File: src/sv/gb5_pkg.sv
// Shared types and constants of the 5x5 Gaussian blur stream unit.
// Used by gb5_front, gb5_queue, gb5_back and the top level; no dependencies.
package gb5_pkg;

  localparam int unsigned MAX_LINE_DEF = 1024;
  localparam int unsigned KSIZE        = 5;
  localparam int unsigned STORE_ROWS   = KSIZE - 1;
  localparam int unsigned SAMPLE_W     = 24;
  localparam int unsigned LEN_W        = 11;
  localparam int unsigned ROWS_W       = 16;
  localparam int unsigned VROW_W       = ROWS_W + 1;
  localparam int unsigned WGT_W        = 16;
  localparam int unsigned CFG_IDX_W    = 3;
  localparam int unsigned CFG_DATA_W   = 16;
  localparam int unsigned QUEUE_DEPTH  = 4;
  localparam int unsigned QCNT_W       = $clog2(QUEUE_DEPTH + 1);
  localparam int unsigned GRP_W        = SAMPLE_W + 2;
  localparam int unsigned SUM_W        = SAMPLE_W + 3;
  localparam int unsigned PROD_W       = SUM_W + WGT_W + 1;
  localparam int unsigned PAIR_W       = PROD_W + 1;
  localparam int unsigned ACC_W        = PROD_W + 3;
  localparam int unsigned FRAC_SHIFT   = 16;

  localparam logic [LEN_W-1:0]  LINE_LENGTH_RST = LEN_W'(1024);
  localparam logic [ROWS_W-1:0] LINE_TOTAL_RST  = ROWS_W'(1024);
  localparam logic [WGT_W-1:0]  W_CENTER_RST    = WGT_W'(10623);
  localparam logic [WGT_W-1:0]  W_EDGE1_RST     = WGT_W'(6444);
  localparam logic [WGT_W-1:0]  W_DIAG1_RST     = WGT_W'(3908);
  localparam logic [WGT_W-1:0]  W_EDGE2_RST     = WGT_W'(1438);
  localparam logic [WGT_W-1:0]  W_KNIGHT_RST    = WGT_W'(872);
  localparam logic [WGT_W-1:0]  W_CORNER_RST    = WGT_W'(195);

  typedef enum logic [CFG_IDX_W-1:0] {
    REG_LINE_LENGTH = 3'd0,
    REG_LINE_TOTAL  = 3'd1,
    REG_W_CENTER    = 3'd2,
    REG_W_EDGE1     = 3'd3,
    REG_W_DIAG1     = 3'd4,
    REG_W_EDGE2     = 3'd5,
    REG_W_KNIGHT    = 3'd6,
    REG_W_CORNER    = 3'd7
  } cfg_reg_t;

  typedef logic signed [SAMPLE_W-1:0] sample_t;

  // Frame geometry as seen by the front; clear marks a geometry write.
  typedef struct packed {
    logic [LEN_W-1:0]  line_length;
    logic [ROWS_W-1:0] line_total;
    logic              clear;
  } geom_t;

  typedef struct packed {
    logic [WGT_W-1:0] center;
    logic [WGT_W-1:0] edge1;
    logic [WGT_W-1:0] diag1;
    logic [WGT_W-1:0] edge2;
    logic [WGT_W-1:0] knight;
    logic [WGT_W-1:0] corner;
  } weights_t;

  // One window column (row KSIZE-1 newest) plus what the back needs to emit.
  typedef struct packed {
    logic                              emit;
    logic                              last;
    logic [KSIZE-1:0]                  rmask;
    logic [KSIZE-1:0]                  cmask;
    logic [KSIZE-1:0][SAMPLE_W-1:0]    col;
  } col_item_t;

endpackage

File: src/sv/gb5_queue.sv
// Short FIFO of window columns between the front and the back.
// Depends on gb5_pkg for the item type.
module gb5_queue #(
  parameter int unsigned DEPTH = gb5_pkg::QUEUE_DEPTH
) (
  input  logic                        clk,
  input  logic                        rst_n,
  input  logic                        push,
  input  gb5_pkg::col_item_t          push_item,
  input  logic                        pop,
  output gb5_pkg::col_item_t          head,
  output logic                        empty,
  output logic [$clog2(DEPTH+1)-1:0]  count
);

  localparam int unsigned PW = (DEPTH > 1) ? $clog2(DEPTH) : 1;

  gb5_pkg::col_item_t         store_r [DEPTH];
  logic [PW-1:0]              wr_ptr_r, wr_ptr_nxt;
  logic [PW-1:0]              rd_ptr_r, rd_ptr_nxt;
  logic [$clog2(DEPTH+1)-1:0] count_r, count_nxt;

  assign head  = store_r[rd_ptr_r];
  assign empty = (count_r == '0);
  assign count = count_r;

  always_comb begin
    wr_ptr_nxt = wr_ptr_r;
    rd_ptr_nxt = rd_ptr_r;
    count_nxt  = count_r;
    if (push) begin
      wr_ptr_nxt = (wr_ptr_r == PW'(DEPTH - 1)) ? '0 : wr_ptr_r + 1'b1;
    end
    if (pop) begin
      rd_ptr_nxt = (rd_ptr_r == PW'(DEPTH - 1)) ? '0 : rd_ptr_r + 1'b1;
    end
    if (push && !pop) begin
      count_nxt = count_r + 1'b1;
    end else if (pop && !push) begin
      count_nxt = count_r - 1'b1;
    end
  end

  always_ff @(posedge clk) begin
    if (!rst_n) begin
      wr_ptr_r <= '0;
      rd_ptr_r <= '0;
      count_r  <= '0;
    end else begin
      wr_ptr_r <= wr_ptr_nxt;
      rd_ptr_r <= rd_ptr_nxt;
      count_r  <= count_nxt;
    end
  end

  always_ff @(posedge clk) begin
    if (push) begin
      store_r[wr_ptr_r] <= push_item;
    end
  end

endmodule

File: config.mk
export PLATFORM = sky130hd
export DESIGN_NAME = gb5_queue
export DESIGN_NICKNAME = d
export VERILOG_FILES = /design/src/sv/gb5_pkg.sv /design/src/sv/gb5_queue.sv
export SDC_FILE = /design/constraint.sdc
export NUM_CORES = 1
export LEC_CHECK = 0
export BUFFER_PORTS_ARGS = -buffer_cell sky130_fd_sc_hd__buf_2
export CORE_MARGIN = 8
export CORE_UTILIZATION = 25
export DETAILED_ROUTE_END_ITERATION = 10
export PLACE_DENSITY = 0.53
export SETUP_SLACK_MARGIN = 0.4
export SLEW_MARGIN = 10
export SYNTH_ARGS = -nofsm -noshare
export SYNTH_HDL_FRONTEND = slang
export SYNTH_SLANG_ARGS = --single-unit
export TNS_END_PERCENT = 20
File: constraint.sdc
create_clock -name clk -period 6 [get_ports clk]
set_input_delay 1.2 -clock clk [delete_from_list [all_inputs] [get_ports clk]]
set_output_delay 1.2 -clock clk [all_outputs]
set_load 0.01 [all_outputs]
Word level (Yosys, flattened, before mapping). Memory sizes are Yosys's and may differ from the RTL's. A register that Yosys moved wholly into a read port is not among the register bits. Cells that the tools add are included.

Bits in registers: 7. Memory bits (writable): 528. Input bits: 136. Logic and storage cells: 24. Memories: 1.

Memory list: store_r (words 4, bits a word 132, read ports 1, clocked after memory_dff 1, wr ports 1, RTL line gb5_queue.sv:18) `gb5_pkg::col_item_t store_r [DEPTH];`.

Add/subtract/negate cells: 4. Equality and inequality tests: 2. Mux-type cells: 8. Reduce and logical (&&, ||, !) cells: 6.

Operators by type and width (number): two-way mux 2 bit (4); two-way mux 3 bit (2); adder 2 x 1 -> 2 bit, second input constant (2); equality test 2 bit, second input constant (2); adder 3 x 1 -> 3 bit, second input constant (1); logical NOT 3 bit (1); subtractor 3 x 1 -> 3 bit, second input constant (1); logical AND 1 bit (2); logical NOT 1 bit (2); two-way mux 1 bit (2); nonzero test 2 bit (1).

Depth between registers and ports, before layout.
Depth after elaboration: 4. Depth in mapped cells: 7. Depth with buffers taken out: 7.

Least setup slack after synthesis. No wires, ideal clock.

Kind: input to register. Start point: input push. End point: memory store_r[0][0] (netlist name) (enable). Library setup time: 506 ps. Arrival: 4222 ps. Data required time: 5494 ps. Slack: 1272 ps. Stages on the path: 1. Cells stage by stage: and2_1.

Cells in the longest elaborated chain, start to end: 2.

RTL lines: from (decl) (RTL line gb5_queue.sv:8) `input logic push,`; two-way mux 1 bit (RTL line gb5_queue.sv:57) `if (push) begin`; two-way mux 1 bit (not written as such) (RTL line gb5_queue.sv:58) `store_r[wr_ptr_r] <= push_item;`; to (decl) (RTL line gb5_queue.sv:18).

No other way between the ends.

==> flow_summary.toml <==
[run_status]
status = "finished clean"

[global_routing]
grt.overflow.total = 0
grtUsageMet3_pct = 3.926
grt_pass1_vias = 9572
grtUsageMet1_pct = 11.60
grt_pass1_wl_um = 63220
grt_max_degree = 133
top_usage_layer = "met2"
grt_use_met2_pct = 15.88
track_usage_pct = 9.624
antenna_found_initial = 9

[worst_setup_path]
arrival_ns = 2.90
critPathMaxFanout = 43
regToRegEndpoint = "store_r[3][113]"
critical_path_required_ns = 4.80
worst_setup_path_end_kind = "output port"
critPathKind = "register to output port"
reg2reg_depth = 3
startpoint_type = "register"
reg2reg_slack_ns = 3.71
r2r-start = "wr_ptr_r[0]"

[floorplan]
start_util_pct = 25.19
dieArea_um2 = 87130
ios = 272
die_width_um = 295.2
row_count = 102
core-area_um2 = 77340
fp.dieH_um = 295.2

[routing]
wl_per_cell_um = 20.15
route.antenna.remaining_nets = 0
drt_iter0_drc = 479
avgViaCountPerCell = 4.088
num_vias = 8728
wl_um = 43020
drc = 0
firstDrtPassIters = 4

[min_path]
holdCritPathClass = "register to register"
hold_start = "rd_ptr_r[1]"
hold-path-cell-count = 2

[clocking]
insertion_delay_ns = 0.59
post_cts_buffers = 0
ctsHoldBuffers = 0
cts_buffer_depth = 3
root_buffer = "clkbuf_16"
cts_buffers = 59
cts_tree = "yes"
htree_levels = 2
clkSinkCount = 537
path_clk_slew_ns = 0.06
ctsResizeCount = 0

[synthesis]
async_flop_share_pct = 0
synth_area_leaders = "edfxtp_1, mux4_2, dfxtp_1"
avgSynthCellArea_um2 = 26.58
synth-edff-count = 528
yosysTopAreaCell = "edfxtp_1"
synthesis.area_um2 = 19480
synth-seq-cells = 537
yosysSeqAreaShare_pct = 82.30
synth-xor-area-share_pct = 0.08990
yosys.area_share.adder_pct = 0.4880
synthMuxAreaShare_pct = 15.46
ys_types = 20
synthTopCellsByCount = "edfxtp_1, mux4_2, buf_2"
synthSimpleGateAreaFrac_pct = 0.4238
synth_top_family_by_area = "multiplexers"
netlist.area_leader.share_pct = 81.37
syn_inst = 733
yosysMostFrequentCell = "edfxtp_1"
synth_nets = 876
yosysWarnings = 0
synth_ff_type = "edfxtp_1"
synth_compound_area_share_pct = 0.1027

[sta]
timing.final.crit_share_pct = 68.28
setup_viol = 0
slew_headroom_pct = 20.63
skew_ns = 0.01124
hold_viol_final = 0
tightest_slew_ns = 1.191
fmax_mhz = 244.1
tns_ns = 0
rsz0062_at_grt = "no"
layout_min_cycle_time_ns = 4.097
slew_violations = 0

[finish]
final_util_pct = 31.07
ff_latch_area_um2 = 16040
nets = 1187
fillers = 7498
drive_gt1_share_pct = 46.46
layout.cells.non_filler = 2135
multi_input_area_um2 = 3238
area_delta_synth_final_pct = 23.31

[place]
dp_hpwl_um = 25200
place_congestion = 0.6665
numPortBuffers = 271
dp.cells = 2023

[pwr]
p_leak_nw = 7.854
vdd_drop_max_v = 0.0002272
p_per_area_nw_per_um2 = 357.0

[flow_run]
cap_violations = 0
[worst max-delay path by stage]
stage	cells after the start	end	start	slack, ns
after detailed placement	3	head[31]	register	2.40
final	3	head[31]	register	1.90
after CTS	3	head[31]	register	1.72
after floorplan	1	store_r[0][0]	push	1.27
after global placement	3	head[31]	register	2.39
after global routing	3	head[31]	register	1.60
[critical path, stage by stage (launching register included)]
cell and delay (ns):
dfxtp_4 0.95, buf_12 0.44, mux4_2 0.65, buf_2 0.18
[state kept, by name, indices dropped and copies added (netlist names), named ones only]
register / cells
count: 3
store_r: 528
wr_ptr_r: 2
rd_ptr_r: 2
[power by group]
part	switching [mW]	internal [mW]	total, mW	leakage [nW]
clock network	1.43	2.10	3.53	0.933
registers	0.0580	4.30	4.36	4.93
logic	0.378	0.306	0.684	2.00
[through the flow]
stage	hold WS (ns)	worst slack [ns]	power, mW	instance area [um^2]
6_report	0.5285	1.903	8.578	24030
5_1_grt	0.5666	1.602	8.913	24010
4_1_cts	0.5348	1.715	8.764	24010
3_5_place_dp	0.5245	2.396	5.159	22110
3_3_place_gp	0.5006	2.385	5.140	22110
2_1_floorplan	0.5125	1.272	4.826	19480
[cells by family (layout without fill, tap and decap cells)]
| kind of cell | Yosys count | in the layout |
|---|---|---|
| simple gates | 14 | 14 |
| xor+xnor | 2 | 2 |
| flops | 537 | 537 |
| buf+inv | 34 | 390 |
| mux | 136 | 136 |
| fa+ha+maj | 7 | 7 |
| other cells | 0 | 6 |
| compound gates | 3 | 3 |
[cell usage in the layout, fill, tap and decap left out, types with 5 or more instances in the layout]
master | netlist | routed
buf_2 | 15 | 271
buf_12 | 0 | 7
bufinv_16 | 0 | 7
inv_6 | 0 | 6
dfxtp_1 | 9 | 7
clkbuf_16 | 0 | 59
edfxtp_1 | 528 | 528
clkbuf_1 | 5 | 10
clkinv_2 | 0 | 11
mux4_2 | 132 | 132
nor2b_1 | 5 | 5
ha_1 | 6 | 6
diode_2 | 0 | 6
clkinv_1 | 0 | 8
[area by class of cell]
class                      count  share of cell area, %
antenna                        6                0.06249
inverter                       4                0.06249
multi-input combinational    162                  13.48
tap                         1040                  5.416
clock inverter                37                  1.620
timing repair buffer         280                  6.291
clock buffer                  69                  6.301
sequential                   537                  66.77
[layer usage]
metal,share of wire (%),vias to the layer above
met5,0.14,-
met4,2.3,10
met3,8.8,72
met2,48,235
met1,40,4592
li1,-,3819
No activity file was read; power rests on OpenSTA's default activity.
